`config.mk`:
```
export PLATFORM = sky130hd
export DESIGN_NAME = mask_run_rectangle_extractor_flat
export DESIGN_NICKNAME = d
export VERILOG_FILES = /design/src/hdl/mrre_pkg.sv /design/src/hdl/mrre_pix_if.sv /design/src/hdl/mrre_res_if.sv /design/src/hdl/mask_run_rectangle_extractor.sv /design/src/hdl/mrre_front.sv /design/src/hdl/mrre_fifo.sv /design/src/hdl/mrre_back.sv /design/src/flat_wrapper.sv
export SDC_FILE = /design/constraint.sdc
export NUM_CORES = 1
export LEC_CHECK = 0
export ABC_CLOCK_PERIOD_IN_PS = 6800
export BUFFER_PORTS_ARGS = -buffer_cell sky130_fd_sc_hd__clkbuf_2
export CAP_MARGIN = 25
export CELL_PAD_IN_SITES_DETAIL_PLACEMENT = 1
export CELL_PAD_IN_SITES_GLOBAL_PLACEMENT = 2
export CORE_MARGIN = 5
export CORE_UTILIZATION = 27
export CTS_CLUSTER_DIAMETER = 200
export DETAILED_ROUTE_END_ITERATION = 7
export MAX_ROUTING_LAYER = met4
export PLACE_DENSITY = 0.64
export SETUP_SLACK_MARGIN = 0.1
export SLEW_MARGIN = 20
export SYNTH_ARGS = -nofsm -noshare
export SYNTH_HDL_FRONTEND = slang
export SYNTH_HIERARCHICAL = 1
export SYNTH_SLANG_ARGS = --single-unit
```
`constraint.sdc`:
```
create_clock -name clk -period 6.8 [get_ports clk]
set_input_delay 0.34 -clock clk [delete_from_list [all_inputs] [get_ports clk]]
set_output_delay 0.34 -clock clk [all_outputs]
set_load 0.01 [all_outputs]
```
`src/hdl/mrre_pkg.sv`:
```
package mrre_pkg;

    localparam int COORD_W = 13;
    localparam int COUNT_W = 16;
    localparam int PIXEL_W = 8;
    localparam int APB_AW  = 4;
    localparam int APB_DW  = 32;

    // largest frame; coordinates and sizes are COORD_W bits wide
    localparam int MAX_WIDTH  = 4096;
    localparam int MAX_HEIGHT = 4096;

    // register indexes, byte address is 4 * index
    localparam logic [1:0] REG_TARGET_COLOR = 2'd0;
    localparam logic [1:0] REG_FRAME_WIDTH  = 2'd1;
    localparam logic [1:0] REG_FRAME_HEIGHT = 2'd2;
    localparam logic [1:0] REG_RUN_LIMIT    = 2'd3;

    localparam logic [PIXEL_W-1:0] TARGET_COLOR_RST = 8'd0;
    localparam logic [COORD_W-1:0] FRAME_WIDTH_RST  = 13'd640;
    localparam logic [COORD_W-1:0] FRAME_HEIGHT_RST = 13'd480;
    localparam logic [COUNT_W-1:0] RUN_LIMIT_RST    = 16'd3000;

    localparam logic KIND_RUN     = 1'b0;
    localparam logic KIND_SUMMARY = 1'b1;

    // one entry of the queue between classifier and result builder
    typedef struct packed {
        logic               has_run;
        logic               frame_end;
        logic [COORD_W-1:0] run_left;
        logic [COORD_W-1:0] run_right;
        logic [COORD_W-1:0] run_row;
        logic [COUNT_W-1:0] count;
        logic               trunc;
    } cmd_t;

    typedef struct packed {
        logic               kind;
        logic [COORD_W-1:0] left_col;
        logic [COORD_W-1:0] right_col;
        logic [COORD_W-1:0] top_row;
        logic [COORD_W-1:0] bottom_row;
        logic [COUNT_W-1:0] run_count;
        logic               truncated;
        logic               last;
    } res_t;

    typedef enum logic {
        BK_HEAD,
        BK_SUMMARY
    } back_state_t;

endpackage

```
`src/hdl/mrre_pix_if.sv`:
```
interface mrre_pix_if;
    import mrre_pkg::*;

    logic               valid;
    logic               ready;
    logic [PIXEL_W-1:0] pixel;

    modport source (output valid, output pixel, input ready);
    modport sink (input valid, input pixel, output ready);
endinterface

```
`src/hdl/mrre_res_if.sv`:
```
interface mrre_res_if;
    import mrre_pkg::*;

    logic               valid;
    logic               ready;
    logic               kind;
    logic [COORD_W-1:0] left_col;
    logic [COORD_W-1:0] right_col;
    logic [COORD_W-1:0] top_row;
    logic [COORD_W-1:0] bottom_row;
    logic [COUNT_W-1:0] run_count;
    logic               truncated;
    logic               last;

    modport source (
        output valid, output kind, output left_col, output right_col,
        output top_row, output bottom_row, output run_count,
        output truncated, output last, input ready
    );
    modport sink (
        input valid, input kind, input left_col, input right_col,
        input top_row, input bottom_row, input run_count,
        input truncated, input last, output ready
    );
endinterface

```
`src/hdl/mask_run_rectangle_extractor.sv`:
```
// Mask run rectangle extractor.
// pixels: one 8-bit pixel per beat in raster order, valid/ready handshake.
// results: run rectangles (kind 0) and, after the last pixel of a frame, a
// summary beat (kind 1) with the bounding box, run count and truncated flag;
// last marks the final result beat caused by one pixel.
// Configuration through the APB port: target colour, frame width and height
// (used clamped to 1..MAX_WIDTH and 1..MAX_HEIGHT) and run limit; write only
// while no pixel is in flight. pready is always high.
// Throughput: one pixel per cycle while the queue has room. A pixel gives
// zero, one or two result beats; the output register moves one beat per
// cycle while the receiver is ready, and a run closed by the last pixel of
// the frame is followed by its summary beat. A pixel's queue entry is
// written when the pixel is accepted and then moves to the output register.
// A four-entry queue separates the pixel classifier from the result builder;
// when the receiver stalls the queue fills and pixel ready drops.
// Reset clears the position, run state, count, queue and output valid;
// registers return to colour 0, 640 x 480, limit 3000.
module mask_run_rectangle_extractor (
    input  logic                          clk,
    input  logic                          rst_n,
    mrre_pix_if.sink                      pixels,
    mrre_res_if.source                    results,
    input  logic                          psel,
    input  logic                          penable,
    input  logic                          pwrite,
    input  logic [mrre_pkg::APB_AW-1:0]   paddr,
    input  logic [mrre_pkg::APB_DW-1:0]   pwdata,
    output logic [mrre_pkg::APB_DW-1:0]   prdata,
    output logic                          pready
);
    import mrre_pkg::*;

    localparam int CW     = $clog2(MAX_WIDTH);
    localparam int RW     = $clog2(MAX_HEIGHT);
    localparam int XW     = CW + 1;
    localparam int YW     = RW + 1;
    localparam int QDEPTH = 4;

    logic [PIXEL_W-1:0] target_color_reg;
    logic [COORD_W-1:0] frame_width_reg;
    logic [COORD_W-1:0] frame_height_reg;
    logic [COUNT_W-1:0] run_limit_reg;

    logic               wr_en;
    logic [1:0]         reg_idx;
    logic [XW-1:0]      width_c;
    logic [YW-1:0]      height_c;
    logic [CW-1:0]      last_col;
    logic [RW-1:0]      last_row;

    logic               cmd_push;
    cmd_t               cmd;
    logic               cmd_full;
    logic               cmd_empty;
    cmd_t               cmd_head;
    logic               cmd_pop;

    assign pready  = 1'b1;
    assign wr_en   = psel && penable && pwrite;
    assign reg_idx = paddr[3:2];

    always_ff @(posedge clk or negedge rst_n)
    begin
        if (!rst_n)
        begin
            target_color_reg <= TARGET_COLOR_RST;
            frame_width_reg  <= FRAME_WIDTH_RST;
            frame_height_reg <= FRAME_HEIGHT_RST;
            run_limit_reg    <= RUN_LIMIT_RST;
        end
        else if (wr_en)
        begin
            case (reg_idx)
                REG_TARGET_COLOR: target_color_reg <= pwdata[PIXEL_W-1:0];
                REG_FRAME_WIDTH:  frame_width_reg  <= pwdata[COORD_W-1:0];
                REG_FRAME_HEIGHT: frame_height_reg <= pwdata[COORD_W-1:0];
                REG_RUN_LIMIT:    run_limit_reg    <= pwdata[COUNT_W-1:0];
                default:          ;
            endcase
        end
    end

    always_comb
    begin
        case (reg_idx)
            REG_TARGET_COLOR: prdata = APB_DW'(target_color_reg);
            REG_FRAME_WIDTH:  prdata = APB_DW'(frame_width_reg);
            REG_FRAME_HEIGHT: prdata = APB_DW'(frame_height_reg);
            REG_RUN_LIMIT:    prdata = APB_DW'(run_limit_reg);
            default:          prdata = '0;
        endcase
    end

    // frame size as used, clamped to the supported range
    always_comb
    begin
        if (frame_width_reg == '0)
        begin
            width_c = XW'(1);
        end
        else if (int'(frame_width_reg) > MAX_WIDTH)
        begin
            width_c = XW'(MAX_WIDTH);
        end
        else
        begin
            width_c = XW'(frame_width_reg);
        end

        if (frame_height_reg == '0)
        begin
            height_c = YW'(1);
        end
        else if (int'(frame_height_reg) > MAX_HEIGHT)
        begin
            height_c = YW'(MAX_HEIGHT);
        end
        else
        begin
            height_c = YW'(frame_height_reg);
        end
    end

    assign last_col = CW'(width_c - XW'(1));
    assign last_row = RW'(height_c - YW'(1));

    mrre_front #(
        .CW (CW),
        .RW (RW)
    ) u_front (
        .clk          (clk),
        .rst_n        (rst_n),
        .pixels       (pixels),
        .target_color (target_color_reg),
        .run_limit    (run_limit_reg),
        .last_col     (last_col),
        .last_row     (last_row),
        .cmd_full     (cmd_full),
        .cmd_push     (cmd_push),
        .cmd          (cmd)
    );

    mrre_fifo #(
        .DEPTH (QDEPTH)
    ) u_fifo (
        .clk       (clk),
        .rst_n     (rst_n),
        .push      (cmd_push),
        .push_data (cmd),
        .pop       (cmd_pop),
        .head      (cmd_head),
        .full      (cmd_full),
        .empty     (cmd_empty)
    );

    mrre_back u_back (
        .clk        (clk),
        .rst_n      (rst_n),
        .head       (cmd_head),
        .head_valid (!cmd_empty),
        .pop        (cmd_pop),
        .frame_w    (COORD_W'(width_c)),
        .frame_h    (COORD_W'(height_c)),
        .results    (results)
    );

endmodule

```
`src/hdl/mrre_front.sv`:
```
module mrre_front #(
    parameter int CW = 12,
    parameter int RW = 12
) (
    input  logic                              clk,
    input  logic                              rst_n,
    mrre_pix_if.sink                          pixels,
    input  logic [mrre_pkg::PIXEL_W-1:0]      target_color,
    input  logic [mrre_pkg::COUNT_W-1:0]      run_limit,
    input  logic [CW-1:0]                     last_col,
    input  logic [RW-1:0]                     last_row,
    input  logic                              cmd_full,
    output logic                              cmd_push,
    output mrre_pkg::cmd_t                    cmd
);
    import mrre_pkg::*;

    logic [CW-1:0]      col_reg, col_next;
    logic [RW-1:0]      row_reg, row_next;
    logic               in_run_reg, in_run_next;
    logic [CW-1:0]      run_start_reg, run_start_next;
    logic [COUNT_W-1:0] cnt_reg, cnt_next;
    logic               stopped_reg, stopped_next;

    logic               accept;
    logic               match;
    logic               end_row;
    logic               end_frame;
    logic               close_mid;
    logic               close_end;
    logic               has_run;
    logic [CW-1:0]      start_col;
    logic [COUNT_W-1:0] cnt_inc;
    logic               stop_hit;

    assign pixels.ready = !cmd_full;
    assign accept       = pixels.valid && !cmd_full;

    assign match     = (pixels.pixel == target_color) && !stopped_reg;
    assign end_row   = col_reg >= last_col;
    assign end_frame = end_row && (row_reg >= last_row);
    assign start_col = in_run_reg ? run_start_reg : col_reg;
    assign close_mid = in_run_reg && !match;
    assign close_end = match && end_row;
    assign has_run   = close_mid || close_end;
    assign cnt_inc   = cnt_reg + COUNT_W'(1);
    assign stop_hit  = cnt_inc >= run_limit;

    always_comb
    begin
        cmd.has_run   = has_run;
        cmd.frame_end = end_frame;
        cmd.run_left  = COORD_W'(start_col);
        cmd.run_right = close_mid ? COORD_W'(col_reg) : COORD_W'(col_reg) + COORD_W'(1);
        cmd.run_row   = COORD_W'(row_reg);
        cmd.count     = has_run ? cnt_inc : cnt_reg;
        cmd.trunc     = has_run ? stop_hit : stopped_reg;
    end

    assign cmd_push = accept && (has_run || end_frame);

    always_comb
    begin
        col_next       = col_reg;
        row_next       = row_reg;
        in_run_next    = in_run_reg;
        run_start_next = run_start_reg;
        cnt_next       = cnt_reg;
        stopped_next   = stopped_reg;
        if (accept)
        begin
            if (end_frame)
            begin
                col_next       = '0;
                row_next       = '0;
                in_run_next    = 1'b0;
                run_start_next = '0;
                cnt_next       = '0;
                stopped_next   = 1'b0;
            end
            else
            begin
                if (end_row)
                begin
                    col_next = '0;
                    row_next = row_reg + RW'(1);
                end
                else
                begin
                    col_next = col_reg + CW'(1);
                end
                in_run_next    = match && !end_row;
                run_start_next = start_col;
                if (has_run)
                begin
                    cnt_next     = cnt_inc;
                    stopped_next = stop_hit;
                end
            end
        end
    end

    always_ff @(posedge clk or negedge rst_n)
    begin
        if (!rst_n)
        begin
            col_reg       <= '0;
            row_reg       <= '0;
            in_run_reg    <= 1'b0;
            run_start_reg <= '0;
            cnt_reg       <= '0;
            stopped_reg   <= 1'b0;
        end
        else
        begin
            col_reg       <= col_next;
            row_reg       <= row_next;
            in_run_reg    <= in_run_next;
            run_start_reg <= run_start_next;
            cnt_reg       <= cnt_next;
            stopped_reg   <= stopped_next;
        end
    end

endmodule

```
`src/hdl/mrre_fifo.sv`:
```
module mrre_fifo #(
    parameter int DEPTH = 4
) (
    input  logic           clk,
    input  logic           rst_n,
    input  logic           push,
    input  mrre_pkg::cmd_t push_data,
    input  logic           pop,
    output mrre_pkg::cmd_t head,
    output logic           full,
    output logic           empty
);
    import mrre_pkg::*;

    localparam int AW = (DEPTH > 1) ? $clog2(DEPTH) : 1;

    cmd_t          mem_reg [DEPTH];
    logic [AW-1:0] wr_ptr_reg, wr_ptr_next;
    logic [AW-1:0] rd_ptr_reg, rd_ptr_next;
    logic [AW:0]   fill_reg, fill_next;
    logic          do_push;
    logic          do_pop;

    assign full    = fill_reg == (AW+1)'(DEPTH);
    assign empty   = fill_reg == '0;
    assign do_push = push && !full;
    assign do_pop  = pop && !empty;
    assign head    = mem_reg[rd_ptr_reg];

    always_comb
    begin
        wr_ptr_next = wr_ptr_reg;
        rd_ptr_next = rd_ptr_reg;
        fill_next   = fill_reg;
        if (do_push)
        begin
            wr_ptr_next = (wr_ptr_reg == AW'(DEPTH - 1)) ? '0 : wr_ptr_reg + AW'(1);
        end
        if (do_pop)
        begin
            rd_ptr_next = (rd_ptr_reg == AW'(DEPTH - 1)) ? '0 : rd_ptr_reg + AW'(1);
        end
        if (do_push && !do_pop)
        begin
            fill_next = fill_reg + (AW+1)'(1);
        end
        else if (do_pop && !do_push)
        begin
            fill_next = fill_reg - (AW+1)'(1);
        end
    end

    always_ff @(posedge clk or negedge rst_n)
    begin
        if (!rst_n)
        begin
            wr_ptr_reg <= '0;
            rd_ptr_reg <= '0;
            fill_reg   <= '0;
        end
        else
        begin
            wr_ptr_reg <= wr_ptr_next;
            rd_ptr_reg <= rd_ptr_next;
            fill_reg   <= fill_next;
        end
    end

    always_ff @(posedge clk)
    begin
        if (do_push)
        begin
            mem_reg[wr_ptr_reg] <= push_data;
        end
    end

endmodule

```
`src/hdl/mrre_back.sv`:
```
module mrre_back (
    input  logic                          clk,
    input  logic                          rst_n,
    input  mrre_pkg::cmd_t                head,
    input  logic                          head_valid,
    output logic                          pop,
    input  logic [mrre_pkg::COORD_W-1:0]  frame_w,
    input  logic [mrre_pkg::COORD_W-1:0]  frame_h,
    mrre_res_if.source                    results
);
    import mrre_pkg::*;

    back_state_t        state_reg, state_next;
    logic               out_valid_reg, out_valid_next;
    res_t               res_reg, res_next;
    logic [COORD_W-1:0] box_l_reg, box_l_next;
    logic [COORD_W-1:0] box_r_reg, box_r_next;
    logic [COORD_W-1:0] box_t_reg, box_t_next;
    logic [COORD_W-1:0] box_b_reg, box_b_next;
    logic               load;
    logic               first;
    res_t               run_res;
    res_t               sum_res;

    assign load  = !out_valid_reg || results.ready;
    assign first = head.count == COUNT_W'(1);

    always_comb
    begin
        run_res.kind       = KIND_RUN;
        run_res.left_col   = head.run_left;
        run_res.right_col  = head.run_right;
        run_res.top_row    = head.run_row;
        run_res.bottom_row = head.run_row;
        run_res.run_count  = head.count;
        run_res.truncated  = head.trunc;
        run_res.last       = !head.frame_end;

        // empty frame reports an empty box: left and top at the frame size, right and bottom zero
        sum_res.kind       = KIND_SUMMARY;
        sum_res.run_count  = head.count;
        sum_res.truncated  = head.trunc;
        sum_res.last       = 1'b1;
        if (head.count == '0)
        begin
            sum_res.left_col   = frame_w;
            sum_res.top_row    = frame_h;
            sum_res.right_col  = '0;
            sum_res.bottom_row = '0;
        end
        else
        begin
            sum_res.left_col   = box_l_reg;
            sum_res.top_row    = box_t_reg;
            sum_res.right_col  = box_r_reg;
            sum_res.bottom_row = box_b_reg;
        end
    end

    always_comb
    begin
        state_next     = state_reg;
        out_valid_next = out_valid_reg;
        res_next       = res_reg;
        box_l_next     = box_l_reg;
        box_r_next     = box_r_reg;
        box_t_next     = box_t_reg;
        box_b_next     = box_b_reg;
        pop            = 1'b0;
        if (load)
        begin
            out_valid_next = 1'b0;
        end
        case (state_reg)
            BK_HEAD:
            begin
                if (head_valid && load)
                begin
                    out_valid_next = 1'b1;
                    if (head.has_run)
                    begin
                        res_next = run_res;
                        if (first || head.run_left < box_l_reg)
                        begin
                            box_l_next = head.run_left;
                        end
                        if (first || head.run_right > box_r_reg)
                        begin
                            box_r_next = head.run_right;
                        end
                        if (first || head.run_row < box_t_reg)
                        begin
                            box_t_next = head.run_row;
                        end
                        if (first || head.run_row > box_b_reg)
                        begin
                            box_b_next = head.run_row;
                        end
                        if (head.frame_end)
                        begin
                            state_next = BK_SUMMARY;
                        end
                        else
                        begin
                            pop = 1'b1;
                        end
                    end
                    else
                    begin
                        res_next = sum_res;
                        pop      = 1'b1;
                    end
                end
            end
            BK_SUMMARY:
            begin
                // summary after a run closed on the last pixel, box already updated
                if (load)
                begin
                    out_valid_next = 1'b1;
                    res_next       = sum_res;
                    pop            = 1'b1;
                    state_next     = BK_HEAD;
                end
            end
            default:
            begin
                state_next = BK_HEAD;
            end
        endcase
    end

    always_ff @(posedge clk or negedge rst_n)
    begin
        if (!rst_n)
        begin
            state_reg     <= BK_HEAD;
            out_valid_reg <= 1'b0;
        end
        else
        begin
            state_reg     <= state_next;
            out_valid_reg <= out_valid_next;
        end
    end

    always_ff @(posedge clk)
    begin
        res_reg   <= res_next;
        box_l_reg <= box_l_next;
        box_r_reg <= box_r_next;
        box_t_reg <= box_t_next;
        box_b_reg <= box_b_next;
    end

    assign results.valid      = out_valid_reg;
    assign results.kind       = res_reg.kind;
    assign results.left_col   = res_reg.left_col;
    assign results.right_col  = res_reg.right_col;
    assign results.top_row    = res_reg.top_row;
    assign results.bottom_row = res_reg.bottom_row;
    assign results.run_count  = res_reg.run_count;
    assign results.truncated  = res_reg.truncated;
    assign results.last       = res_reg.last;

endmodule
```
`src/flat_wrapper.sv`:
```
// flat-port wrapper written by rule: the top's interface ports become plain ports
module mask_run_rectangle_extractor_flat import mrre_pkg::*;
  (clk, rst_n, psel, penable, pwrite, paddr, pwdata, prdata, pready, pixels_valid, pixels_pixel, pixels_ready, results_valid, results_kind, results_left_col, results_right_col, results_top_row, results_bottom_row, results_run_count, results_truncated, results_last, results_ready);
  mrre_pix_if pixels_i ();
  mrre_res_if results_i ();
  input  logic clk;
  input  logic rst_n;
  input  logic psel;
  input  logic penable;
  input  logic pwrite;
  input  logic [mrre_pkg::APB_AW-1:0] paddr;
  input  logic [mrre_pkg::APB_DW-1:0] pwdata;
  output logic [mrre_pkg::APB_DW-1:0] prdata;
  output logic pready;
  input wire logic [$bits(pixels_i.valid)-1:0] pixels_valid;
  input wire logic [$bits(pixels_i.pixel)-1:0] pixels_pixel;
  output wire logic [$bits(pixels_i.ready)-1:0] pixels_ready;
  output wire logic [$bits(results_i.valid)-1:0] results_valid;
  output wire logic [$bits(results_i.kind)-1:0] results_kind;
  output wire logic [$bits(results_i.left_col)-1:0] results_left_col;
  output wire logic [$bits(results_i.right_col)-1:0] results_right_col;
  output wire logic [$bits(results_i.top_row)-1:0] results_top_row;
  output wire logic [$bits(results_i.bottom_row)-1:0] results_bottom_row;
  output wire logic [$bits(results_i.run_count)-1:0] results_run_count;
  output wire logic [$bits(results_i.truncated)-1:0] results_truncated;
  output wire logic [$bits(results_i.last)-1:0] results_last;
  input wire logic [$bits(results_i.ready)-1:0] results_ready;
  assign pixels_i.valid = pixels_valid;
  assign pixels_i.pixel = pixels_pixel;
  assign pixels_ready = pixels_i.ready;
  assign results_valid = results_i.valid;
  assign results_kind = results_i.kind;
  assign results_left_col = results_i.left_col;
  assign results_right_col = results_i.right_col;
  assign results_top_row = results_i.top_row;
  assign results_bottom_row = results_i.bottom_row;
  assign results_run_count = results_i.run_count;
  assign results_truncated = results_i.truncated;
  assign results_last = results_i.last;
  assign results_i.ready = results_ready;
  mask_run_rectangle_extractor u_core (.clk(clk), .rst_n(rst_n), .pixels(pixels_i), .results(results_i), .psel(psel), .penable(penable), .pwrite(pwrite), .paddr(paddr), .pwdata(pwdata), .prdata(prdata), .pready(pready));
endmodule
```
Word-level counts from Yosys, hierarchy flattened --
Memory sizes are Yosys's and may differ from the RTL's. Cells that the tools add are included.
Storage, ports and cells: bits in registers 236, memories kept 1, input port bits 51, RAM bits 224, logic and storage cells 147
Memories:
- u_core.u_fifo.mem_reg | depth 4, width 56, read ports 1, clocked after Yosys merged registers in 0, write ports 1, line mrre_fifo.sv:17 | cmd_t mem_reg [DEPTH];
Operators by class: mux-type cells 42, $add $sub $neg 10, bitwise gates (word level) 1, eq/ne operators 10, $lt $le $gt $ge 9, reductions and logical operators 47
Operators by type and width (number):
- 2-to-1 mux 71 bit | 3
- case mux 71 bit (2 select lines) | 1
- case mux 32 bit (4 select lines) | 1
- 2-to-1 mux 12 bit | 6
- 2-to-1 mux 13 bit | 5
- 2-to-1 mux 52 bit | 1
- 2-to-1 mux 16 bit | 2
- > comparator 13 bit | 2
- > comparator 13 bit (second input constant) | 2
- logical NOT 13 bit | 2
- < comparator 13 bit | 2
- adder 12 x 1 -> 12 bit (second input constant) | 2
- greater-or-equal comparator 12 bit | 2
- subtractor 12 x 1 -> 12 bit (second input constant) | 2
- adder 16 x 1 -> 16 bit (second input constant) | 1
- equality test 16 x 1 -> 1 bit (second input constant) | 1
- greater-or-equal comparator 16 bit | 1
- logical NOT 16 bit | 1
- 2-to-1 mux 1 bit | 16
- AND reduction 4 bit | 4
- logical AND 1 bit | 14
- adder 12 x 1 -> 13 bit (second input constant) | 1
- AND reduction 2 bit | 6
- logical NOT 1 bit | 9
- other kinds (17) | 32

Depth between registers and ports, before layout --
Gate-level depths: netlist (run 1).
depth in word-level cells 14, gate-level depth with buffers 28, gate-level depth less buffers 25

Cells and area by module --
Netlist (run 1), hierarchy kept.
By module, submodules not included:
- mrre_fifo | area each 8799.7 sq um, seq. area each 7141.8 sq um, cells each 341, times used 1
- mrre_back | area each 5989.5 sq um, seq. area each 3743.6 sq um, cells each 461, times used 1
- mrre_front | area each 4604.4 sq um, seq. area each 1351.3 sq um, cells each 556, times used 1
- mask_run_rectangle_extractor | area each 3229.3 sq um, seq. area each 1267.5 sq um, cells each 292, times used 1

Worst setup path after synthesis (run 1) --
Ideal clock, no wire load.
path type register -> register, from register u_core.frame_width_reg[8], to memory u_core/u_fifo/mem_reg[0][0] in the netlist's numbering (enable), buffers on the path 3, stages on the path, launching flop included 22, period minus slack after synthesis 5701 ps, setup time 422 ps, data required time 6378 ps, arrival 5279 ps, setup slack 1099 ps, cell sequence dfrtp_1 -> or4_1 -> nor2_1 -> a31oi_1 -> or2_2 -> ha_1 -> clkbuf_1 -> nor4b_1 -> a221o_1 -> inv_1 -> ha_1 -> and3_1 -> a221oi_2 -> o31ai_4 -> buf_4 -> nand2_4 -> inv_1 -> o21ai_4 -> inv_2 -> nor2b_1 -> buf_2 -> and2_1
Between the ends: cells in the longest elaborated chain, start to end 12, elaborated cells on any way between the ends 14
RTL lines:
- from (decl) | line mask_run_rectangle_extractor.sv:40 | logic [COORD_W-1:0] frame_width_reg;
- from (signal assigned) | line mask_run_rectangle_extractor.sv:75 | REG_FRAME_WIDTH: frame_width_reg <= pwdata[COORD_W-1:0];
- > comparator 13 bit | line mask_run_rectangle_extractor.sv:101 | else if (int'(frame_width_reg) > MAX_WIDTH)
- 2-to-1 mux 13 bit | line mask_run_rectangle_extractor.sv:101
- 2-to-1 mux 13 bit * | line mask_run_rectangle_extractor.sv:97 | if (frame_width_reg == '0)
- subtractor 12 x 1 -> 12 bit * | line mask_run_rectangle_extractor.sv:124 | assign last_col = CW'(width_c - XW'(1));
- net u_core.last_col[0] | line mask_run_rectangle_extractor.sv:48 | logic [CW-1:0] last_col;
- greater-or-equal comparator 12 bit * | line mrre_front.sv:40 | assign end_row = col_reg >= last_col;
- logical AND 1 bit | line mrre_front.sv:44 | assign close_end = match && end_row;
- logical OR 1 bit | line mrre_front.sv:45 | assign has_run = close_mid || close_end;
- logical OR 1 bit * | line mrre_front.sv:60 | assign cmd_push = accept && (has_run || end_frame);
- logical AND 1 bit * | line mrre_front.sv:60
- net u_core.cmd_push | line mask_run_rectangle_extractor.sv:51 | logic cmd_push;
- logical AND 1 bit * | line mrre_fifo.sv:26 | assign do_push = push && !full;
- net u_core.u_fifo.do_push | line mrre_fifo.sv:21 | logic do_push;
- 2-to-1 mux 1 bit * | line mrre_fifo.sv:71 | if (do_push)
- 2-to-1 mux 1 bit (implied by the code) * | line mrre_fifo.sv:73 | mem_reg[wr_ptr_reg] <= push_data;
- to (decl) | line mrre_fifo.sv:17
The timed path passes the listed nets; every way through them passes the cells marked *.

==> summary.md, run 1 <==
| Metric | Value |
|---|---|
| Drt drc | `0` |
| Post-CTS Setup Inserts | `0` |
| Final setup margin | `0.727 ns` |
| Worst Path Arrival | `6.35 ns` |
| CTS tree | `done` |
| Initial Utilization | `0.271` |
| First-pass GRT wire length | `92,200 um` |
| Hold WS | `0.0477 ns` |
| Vias | `13,900` |
| Synth warnings | `6` |
| GR Overflow Total | `0` |
| Crit path launch type | `register` |
| Die Span X | `299 um` |
| Synth top area share | `0.471` |
| Antenna violations before repair | `2` |
| Sw Share | `0.343` |
| Result of the run | `finished, final reports clean` |
| # setup viols final | `0` |
| Synth top cells by count | `355 x edfxtp_1, 154 x nand2_1, 108 x inv_1` |
| Full die area | `0.0897 mm2` |
| Sequential Area | `0.0135 mm2` |
| RSZ-0062 raised after global routing | `false` |
| Comb pwr share | `0.293` |
| R2R cell count | `21` |
| Area contributors post-synth | `edfxtp_1 47%, dfrtp_1 11%, mux4_2 6.4%` |
| Setup TNS after final layout | `0 ns` |
| Cell Rows | `106` |
| Fin crit share | `0.893` |
| Final wirelength | `60,500 um` |
| Worst slack at placement | `0.682 ns` |
| Die H | `299 um` |
| Flop2flop setup slack | `0.73 ns` |
| H-tree depth | `2` |
| Clk network pwr share | `0.280` |
| Count leader, synth | `edfxtp_1` |
| Worst slew pin tran | `1.05 ns` |
| Clk_skew | `0.0244 ns` |
| Worst r2r dst | `u_core/u_fifo/mem_reg[3][20]` |
| Routed vias/inst | `4.78` |
| CP Class | `register to register` |
| Number of enable flip-flop cells after synthesis | `355` |
| Final Hold Viols | `0` |
| Hold Crit Class | `primary input to register` |
| Asr flop ratio synth | `0.241` |
| I/O pins | `157` |
| Synth Instances | `1,650` |
| Sequential power share | `0.426` |
| CTS Sinks | `468` |
| Total GRT Usage | `0.137` |
| Power Dens Cells | `396 mW/mm2` |
| Register area share after synthesis | `0.597` |
| CTS max path bufs | `3` |
| CTS Buf Count | `53` |
| Routed length per instance | `20.9 um` |
| Peak VDD IR | `228 uV` |
| Syn Area/Cell | `13.7 um2` |
| Drt pass-1 iters | `5` |
| DR iter-0 viols | `791` |
| P_sw | `3.55 mW` |
| Post-route ant nets | `0` |
| Worst Path Max Fanout | `31` |
| Net count, final | `1,924` |
| Leading area contributor after synthesis | `edfxtp_1` |
| Area growth, synth to finish | `15.6%` |
| Max reg flops | `232` |
| Final-layout fill cell count | `8,846` |
| Buffers on Ports | `121` |
| Layout cells sized above 1 | `0.230` |
| Placer Congestion | `0.792` |
| Ys flop type | `edfxtp_1` |
| CTS root buf | `clkbuf_16` |
| Int Pwr | `6.80 mW` |
| Max Cap Violations | `0` |
| Syn Std Cell Area | `0.0226 mm2` |
| Core area | `0.0834 mm2` |
| Final Slew Violations | `0` |
| Area occupied by multi-input gates | `0.00818 mm2` |
| CP Data Required Time | `7.08 ns` |
| Worst setup EP type | `register` |
| Max frequency | `165 MHz` |
| Number of global-route vias before repair | `14,700` |
| Leakage | `9.95 nW` |
| Headroom to the max-slew limit | `0.297` |
| Hold depth | `2` |
| Pin count of the biggest net entering global routing | `91` |
| Hold EP | `u_core/frame_width_reg[6]` |
| Reg2reg start | `u_core/frame_height_reg[3]` |
| Clk Latency, worst-skew pair | `0.61 ns` |
| Dpl hpwl | `42,200 um` |
| Hold Path Origin | `pwdata[6]` |
| Clock-pin transition on the worst setup and hold timing paths | `0.06 ns` |
| Min Tclk post-route | `6.07 ns` |
| Seq cells post-synth | `468` |
| Synth cell types | `84` |
[layout make-up]
type / count / share of cell area
Antenna cell: 3 / 0.000287
Tap cell: 1080 / 0.0517
Multi-Input combinational cell: 983 / 0.313
Inverter: 111 / 0.0159
Timing Repair Buffer: 154 / 0.0359
Clock buffer: 73 / 0.0547
Sequential cell: 468 / 0.517
Clock inverter: 27 / 0.0123
[repair_timing]
| item | in CTS | in global routing |
|---|---|---|
| hold buffers | 7 | 0 |
| resized for setup | 0 | 0 |
| hold endpoints to repair | 40 | 0 |
[worst max-delay path, stage by stage, from the launching register on]
cell and delay [ns]:
dfrtp_1 0.47, or4_1 0.75, nor4_4 0.31, nor2_1 0.10, or2_1 0.24, ha_1 0.27, inv_1 0.16, or3_1 0.14
xnor2_1 0.11, inv_1 0.06, ha_1 0.27, nand2_1 0.06, nor3_1 0.17, a21oi_1 0.10, o21ai_1 0.25, nand2_4 0.21
inv_1 0.17, o21ai_4 0.09, inv_2 0.07, nor2b_1 0.44, and2_2 0.91, buf_12 0.33
[how the worst max path moves through the flow]
stage	from	to	slack, ns	cells after the start
floorplan	u_core/frame_width_reg[8]	u_core/u_fifo/mem_reg[0][0]	1.10	21
global placement	u_core/frame_height_reg[3]	u_core/u_fifo/mem_reg[1][21]	0.76	21
detailed placement	u_core/frame_height_reg[3]	u_core/u_fifo/mem_reg[1][20]	0.68	21
CTS	u_core/frame_height_reg[3]	u_core/u_fifo/mem_reg[1][19]	0.63	21
global route	u_core/frame_height_reg[3]	u_core/u_fifo/mem_reg[1][18]	0.25	21
finish	u_core/frame_height_reg[3]	u_core/u_fifo/mem_reg[3][20]	0.73	21
[power groups by stage]
stage | Sequential (mW) | Combinational, mW | Clock, mW
detailed placement | 4.50 | 3.08 | 0
finish | 4.42 | 3.04 | 2.90
CTS | 4.44 | 3.11 | 3.01
global placement | 4.47 | 2.99 | 0
global route | 4.50 | 3.39 | 3.13
floorplan | 4.26 | 2.08 | 0
[cell usage in the layout (no fill, tap or decap), types with 24 or more instances in the layout]
master / count
a21oi_1: 41
and3_1: 24
clkbuf_16: 53
clkbuf_2: 120
dfrtp_1: 98
edfxtp_1: 355
ha_1: 101
inv_1: 108
mux2_2: 70
mux2i_1: 27
mux4_2: 64
nand2_1: 154
nand2b_1: 26
nand3_1: 24
nor2_1: 42
nor2b_1: 32
o21ai_0: 72
o21ai_1: 26
o31ai_1: 38
xnor2_1: 36
[routing by layer]
layer / GRT usage / vias up / share of wire
met3: 0.0243 / 72 / 0.047
met5: - / - / 0
met1: 0.188 / 7130 / 0.48
met2: 0.212 / 288 / 0.46
met4: 0.0321 / 0 / 0.021
li1: - / 6363 / -
[kinds of logic after synthesis]
logic type | share of synthesized area
flops | 0.597
other cells | 0.000498
xor+xnor | 0.0217
buf+inv | 0.0461
simple gates | 0.0873
fa+ha+maj | 0.0567
compound gates | 0.0757
mux | 0.115
[stage by stage]
stage | cell area, um2 | util | cells | total power, mW
floorplan | 22700 | - | 1666 | 6.34
finish | 26200 | 0.314 | 2899 | 10.4
global placement | 24300 | 0.291 | 2788 | 7.45
global route | 26200 | 0.313 | 2897 | 11.0
detailed placement | 24300 | 0.292 | 2789 | 7.58
CTS | 26100 | 0.313 | 2896 | 10.6
Note: power is estimated with default switching activity, not from simulation.
==> run 2, diff against run 1 <==
ABC_CLOCK_PERIOD_IN_PS = 5500   (was 6800)
PLACE_DENSITY = 0.66   (was 0.64)
clock period = 5.5 ns   (was 6.8 ns; I/O delays follow)
==> summary.md, run 2 (synthesis results as in run 1) <==
| Metric | Value |
|---|---|
| CTS Sinks | `468 (unchanged)` |
| Total GRT Usage | `0.137 (about the same)` |
| Leakage | `10.2 nW (was 9.95 nW)` |
| Clk Latency, worst-skew pair | `0.60 ns (was 0.61 ns)` |
| Cell Rows | `106 (unchanged)` |
| H-tree depth | `2 (unchanged)` |
| First-pass GRT wire length | `93,200 um (was 92,200 um)` |
| Fin crit share | `0.937 (was 0.893)` |
| Clock-pin transition on the worst setup and hold timing paths | `0.06 ns (about the same)` |
| Max frequency | `194 MHz (was 165 MHz)` |
| Die Span X | `299 um (unchanged)` |
| Max reg flops | `232 (unchanged)` |
| Worst slew pin tran | `0.889 ns (was 1.05 ns)` |
| Hold depth | `2 (unchanged)` |
| Power Dens Cells | `502 mW/mm2 (was 396 mW/mm2)` |
| Worst slack at placement | `0.116 ns (was 0.682 ns)` |
| Hold Path Origin | `pwdata[3] (was pwdata[6])` |
| Layout cells sized above 1 | `0.247 (was 0.230)` |
| DR iter-0 viols | `841 (was 791)` |
| Sw Share | `0.337 (was 0.343)` |
| Die H | `299 um (unchanged)` |
| Routed vias/inst | `4.75 (was 4.78)` |
| CP Data Required Time | `5.97 ns (was 7.08 ns)` |
| Net count, final | `1,951 (was 1,924)` |
| Area growth, synth to finish | `18.0% (was 15.6%)` |
| Drt pass-1 iters | `4 (was 5)` |
| RSZ-0062 raised after global routing | `true (was false)` |
| Final wirelength | `60,200 um (was 60,500 um)` |
| Headroom to the max-slew limit | `0.406 (was 0.297)` |
| Result of the run | `finished, final reports clean (unchanged)` |
| GR Overflow Total | `0 (unchanged)` |
| Dpl hpwl | `42,400 um (was 42,200 um)` |
| Routed length per instance | `20.6 um (was 20.9 um)` |
| R2R cell count | `22 (was 21)` |
| # setup viols final | `0 (unchanged)` |
| Max Cap Violations | `0 (unchanged)` |
| CTS root buf | `clkbuf_16 (unchanged)` |
| Hold Crit Class | `primary input to register (unchanged)` |
| Buffers on Ports | `121 (unchanged)` |
| Crit path launch type | `register (unchanged)` |
| Antenna violations before repair | `3 (was 2)` |
| I/O pins | `157 (unchanged)` |
| Setup TNS after final layout | `0 ns (unchanged)` |
| CP Launch Point | `u_core/frame_width_reg[9] (was u_core/frame_height_reg[3])` |
| P_sw | `4.52 mW (was 3.55 mW)` |
| Worst Path Max Fanout | `9 (was 31)` |
| Vias | `13,900 (about the same)` |
| Initial Utilization | `0.271 (unchanged)` |
| Peak VDD IR | `236 uV (was 228 uV)` |
| Min Tclk post-route | `5.15 ns (was 6.07 ns)` |
| CTS max path bufs | `3 (unchanged)` |
| Sequential power share | `0.399 (was 0.426)` |
| Drt drc | `0 (unchanged)` |
| Clk network pwr share | `0.301 (was 0.280)` |
| Pin count of the biggest net entering global routing | `73 (was 91)` |
| Placer Congestion | `0.782 (was 0.792)` |
| Post-route ant nets | `0 (unchanged)` |
| Number of global-route vias before repair | `15,100 (was 14,700)` |
| Final setup margin | `0.346 ns (was 0.727 ns)` |
| Clk_skew | `0.0263 ns (was 0.0244 ns)` |
| Core area | `0.0834 mm2 (unchanged)` |
| Int Pwr | `8.88 mW (was 6.80 mW)` |
| Comb pwr share | `0.300 (was 0.293)` |
| Worst setup EP type | `register (unchanged)` |
| Reg2reg start | `u_core/frame_width_reg[9] (was u_core/frame_height_reg[3])` |
| Final Hold Viols | `0 (unchanged)` |
| CP Class | `register to register (unchanged)` |
| Worst Path Arrival | `5.62 ns (was 6.35 ns)` |
| Most frequent cells in the layout | `355 x edfxtp_1, 153 x nand2_1, 120 x clkbuf_2 (was 355 x edfxtp_1, 154 x nand2_1, 120 x clkbuf_2)` |
| Final Slew Violations | `0 (unchanged)` |
| Most common cell after layout, fill and taps aside | `edfxtp_1 (unchanged)` |
| CTS Buf Count | `54 (was 53)` |
| CTS tree | `done (unchanged)` |
| Final-layout fill cell count | `8,877 (was 8,846)` |
| Full die area | `0.0897 mm2 (unchanged)` |
[run 2: area by class of cell]
class / instances / area [um2] / area share
Clock inverter: 36 / 552 / 0.0207
Tap cell: 1080 / 1350 / 0.0506
Antenna cell: 1 / 2.50 / 0.0000937
Timing Repair Buffer: 180 / 1190 / 0.0446
Clock buffer: 66 / 1480 / 0.0554
Sequential cell: 468 / 13500 / 0.506
Inverter: 111 / 417 / 0.0156
Multi-Input combinational cell: 983 / 8200 / 0.307
[run 2: per-stage QoR]
| stage | cell area [um2] | hold WS [ns] | util | std cells | total power, mW |
|---|---|---|---|---|---|
| final | 26700 | 0.0875 | 0.320 | 2925 | 13.4 |
| after global routing | 26700 | 0.0574 | 0.320 | 2925 | 14.2 |
| after floorplan | 22700 | -0.0206 | - | 1666 | 7.88 |
| after CTS | 26600 | 0.0232 | 0.319 | 2920 | 13.6 |
| after global placement | 24400 | 0.334 | 0.293 | 2801 | 9.30 |
| after detailed placement | 24400 | 0.341 | 0.293 | 2802 | 9.48 |
[run 2: worst paths after layout]
path,endpoint,slack (ns)
setup reg to reg,u_core/u_fifo/fill_reg[1],0.35
setup / recovery,u_core/u_fifo/fill_reg[1],0.35
max in group asynchronous,u_core/frame_width_reg[7],4.07
hold reg to reg,u_core/u_front/run_start_reg[9],0.48
hold / removal,u_core/frame_width_reg[3],0.09
min in group asynchronous,u_core/u_fifo/rd_ptr_reg[0],0.29
[run 2: repair_timing]
action                                 4_1_cts  5_1_grt
pin swaps                                    0        3
resized for setup                            2        6
hold buffers                                16        0
buffers inserted                             0        3
endpoints found under the hold margin       87        0
setup endpoints to repair                    1      166
[run 2: power groups by stage]
stage	sequential (mW)	combinational, mW	clock (mW)
detailed placement	5.43	4.05	0
floorplan	5.28	2.61	0
CTS	5.36	4.10	4.16
finish	5.35	4.01	4.04
global placement	5.39	3.91	0
global route	5.45	4.49	4.31
[run 2: worst max-delay path: stages (launching register included)]
cell	delay (ns)
dfstp_2	0.39
or4_4	0.56
nor2_2	0.15
a31oi_1	0.11
or2_2	0.32
ha_2	0.25
nor4b_1	0.16
a221o_1	0.28
inv_1	0.07
ha_1	0.25
a21o_1	0.22
a221oi_4	0.33
o31ai_4	0.15
mux2i_4	0.18
inv_2	0.08
o21ai_4	0.18
inv_2	0.06
nor2b_1	0.12
buf_4	0.17
ha_1	0.22
inv_1	0.08
fa_1	0.41
mux2_2	0.27
[run 2: per-layer routing]
layer  global-route usage  up-vias  share of wire
met5                    -        -              0
met4               0.0282        0          0.016
met3               0.0235       63          0.039
met2                0.215      254           0.46
met1                0.189     7145           0.48
li1                     -     6426              -
==> run 3, diff against run 2 <==
MAX_ROUTING_LAYER = unset   (was met4)
PLACE_DENSITY = 0.64   (was 0.66)
==> summary.md, run 3 (synthesis results as in run 1) <==
| Metric | Value |
|---|---|
| Overall Power | `12.9 mW (was 13.4 mW)` |
| Final Non-Filler Cells | `2,916 (was 2,925)` |
| Crit-path cells | `or4_1 > nor2_2 > a31oi_1 > or2_2 > ha_2 > nor4b_1 > a221o_1 > inv_1 > ha_1 > a21o_1 > a221oi_4 > o31ai_4 > mux2i_4 > inv_2 > o21ai_4 > inv_2 > nor2b_1 > buf_4 > ha_1 > inv_1 > fa_1 > mux2_2 (was or4_4 > nor2_2 > a31oi_1 > or2_2 > ha_2 > nor4b_1 > a221o_1 > inv_1 > ha_1 > a21o_1 > a221oi_4 > o31ai_4 > mux2i_4 > inv_2 > o21ai_4 > inv_2 > nor2b_1 > buf_4 > ha_1 > inv_1 > fa_1 > mux2_2)` |
| Dpl hpwl | `41,700 um (was 42,400 um)` |
| Routed vias/inst | `4.75 (about the same)` |
| Most frequent cells in the layout | `355 x edfxtp_1, 153 x nand2_1, 120 x clkbuf_2 (unchanged)` |
| Post-route ant nets | `0 (unchanged)` |
| Int Pwr | `8.49 mW (was 8.88 mW)` |
| H-tree depth | `2 (unchanged)` |
| Post-CTS Setup Inserts | `0 (unchanged)` |
| # setup viols final | `0 (unchanged)` |
| Final Hold Viols | `0 (unchanged)` |
| Peak VDD IR | `188 uV (was 236 uV)` |
| Core area | `0.0834 mm2 (unchanged)` |
| CP Data Required Time | `5.97 ns (about the same)` |
| CP Class | `register to register (unchanged)` |
| Worst Path Max Fanout | `9 (unchanged)` |
| Area growth, synth to finish | `16.7% (was 18.0%)` |
| CTS root buf | `clkbuf_16 (unchanged)` |
| Most common cell after layout, fill and taps aside | `edfxtp_1 (unchanged)` |
| I/O pins | `157 (unchanged)` |
| GR Overflow Total | `0 (unchanged)` |
| Cell Rows | `106 (unchanged)` |
| Clock-pin transition on the worst setup and hold timing paths | `0.06 ns (about the same)` |
| Crit path launch type | `register (unchanged)` |
| Hold Crit Class | `primary input to register (unchanged)` |
| Full die area | `0.0897 mm2 (unchanged)` |
| Max Cap Violations | `0 (unchanged)` |
| CTS Sinks | `468 (unchanged)` |
| Power Dens Cells | `489 mW/mm2 (was 502 mW/mm2)` |
| Sequential power share | `0.411 (was 0.399)` |
| Sequential Area | `0.0135 mm2 (about the same)` |
| Die H | `299 um (unchanged)` |
| Headroom to the max-slew limit | `0.338 (was 0.406)` |
| Drt pass-1 iters | `5 (was 4)` |
| Placer Congestion | `0.770 (was 0.782)` |
| Clk_skew | `0.0212 ns (was 0.0263 ns)` |
| Critical Path Max Stage Delay | `0.61 ns (was 0.56 ns)` |
| CTS Buf Count | `53 (was 54)` |
| Clk Latency, worst-skew pair | `0.60 ns (about the same)` |
| Final Slew Violations | `0 (unchanged)` |
| Drt drc | `0 (unchanged)` |
| Antenna violations before repair | `1 (was 3)` |
| Vias | `13,900 (about the same)` |
| Layout cells sized above 1 | `0.239 (was 0.247)` |
| Min Tclk post-route | `5.19 ns (was 5.15 ns)` |
| Area occupied by multi-input gates | `0.00820 mm2 (about the same)` |
| Leakage | `10.0 nW (was 10.2 nW)` |
| Number of global-route vias before repair | `14,900 (was 15,100)` |
| Result of the run | `finished, final reports clean (unchanged)` |
| Die Span X | `299 um (unchanged)` |
| Setup TNS after final layout | `0 ns (unchanged)` |
| Critical-path top delay cell | `or4_1 (was or4_4)` |
| Placed cell count | `2,800 (was 2,802)` |
| Buffers on Ports | `121 (unchanged)` |
| Final-layout fill cell count | `8,864 (was 8,877)` |
| First-pass GRT wire length | `91,800 um (was 93,200 um)` |
| DR iter-0 viols | `771 (was 841)` |
| Worst Path Arrival | `5.66 ns (was 5.62 ns)` |
| Net count, final | `1,943 (was 1,951)` |
| Clk network pwr share | `0.280 (was 0.301)` |
| CTS tree | `done (unchanged)` |
| Worst setup EP type | `register (unchanged)` |
| CP delay by family, top | `simple AND/OR/NAND/NOR gates (unchanged)` |
| P_sw | `4.42 mW (was 4.52 mW)` |
| Final wirelength | `59,300 um (was 60,200 um)` |
| Max reg flops | `232 (unchanged)` |
| Comb pwr share | `0.309 (was 0.300)` |
| CTS max path bufs | `3 (unchanged)` |
| Total GRT Usage | `0.131 (was 0.137)` |
| Max frequency | `193 MHz (was 194 MHz)` |
| RSZ-0062 raised after global routing | `true (unchanged)` |
| Pin count of the biggest net entering global routing | `91 (was 73)` |
| Fin crit share | `0.943 (was 0.937)` |
| Initial Utilization | `0.271 (unchanged)` |
| Worst slew pin tran | `0.994 ns (was 0.889 ns)` |
| Routed length per instance | `20.4 um (was 20.6 um)` |
| Sw Share | `0.342 (was 0.337)` |
| Buf+Inv Stages, Crit Path | `5 (unchanged)` |
## run 3: worst paths after layout
path	startpoint	to	slack, ns	cells past startpoint
setup / recovery	u_core/frame_width_reg[9]	u_core/u_fifo/fill_reg[1]	0.31	22
hold / removal	pwdata[7]	u_core/frame_height_reg[7]	0.06	2
setup reg to reg	u_core/frame_width_reg[9]	u_core/u_fifo/fill_reg[1]	0.31	22
hold reg to reg	u_core/u_front/run_start_reg[3]	u_core/u_front/run_start_reg[3]	0.48	2
max in group asynchronous	rst_n	u_core/frame_width_reg[4]	3.87	3
min in group asynchronous	rst_n	u_core/u_fifo/rd_ptr_reg[0]	0.37	2
## run 3: per-layer routing
| layer | wire [um] | up-vias | GRT usage |
|---|---|---|---|
| li1 | - | 6411 | - |
| met2 | 27000 | 261 | 0.210 |
| met4 | 1270 | 0 | 0.0348 |
| met5 | 0 | - | 0 |
| met1 | 28800 | 7112 | 0.189 |
| met3 | 2280 | 69 | 0.0169 |
## run 3: area by class of cell
class / count / area share
sequential: 468 / 0.512
multi-input combinational: 983 / 0.311
clock buffer: 69 / 0.0541
tap: 1080 / 0.0512
timing repair buffer: 173 / 0.0422
inverter: 111 / 0.0158
clock inverter: 31 / 0.0139
antenna: 1 / 0.0000948
## run 3: per-stage QoR
stage | setup WS [ns] | hold slack (ns) | utilization | cell area, um2
final | 0.312 | 0.0557 | 0.316 | 26400
after global placement | 0.272 | 0.445 | 0.293 | 24400
after detailed placement | 0.192 | 0.431 | 0.293 | 24400
after global routing | 0.0636 | 0.0326 | 0.316 | 26400
after floorplan | 0.342 | -0.0206 | - | 22700
after CTS | 0.177 | 0.00544 | 0.316 | 26400
## run 3: what timing repair did
action / in CTS / in global routing
hold endpoints to repair: 99 / 0
hold buffers: 15 / 0
resized for setup: 0 / 7
endpoints found under the setup margin: 0 / 166
## run 3: power by group through the flow
| stage | combinational (mW) | clock [mW] | sequential (mW) |
|---|---|---|---|
| 5_1_grt | 4.48 | 3.89 | 5.41 |
| 4_1_cts | 4.06 | 3.74 | 5.33 |
| 6_report | 3.99 | 3.62 | 5.31 |
| 3_3_place_gp | 3.93 | 0 | 5.37 |
| 3_5_place_dp | 4.03 | 0 | 5.40 |
| 2_1_floorplan | 2.61 | 0 | 5.28 |
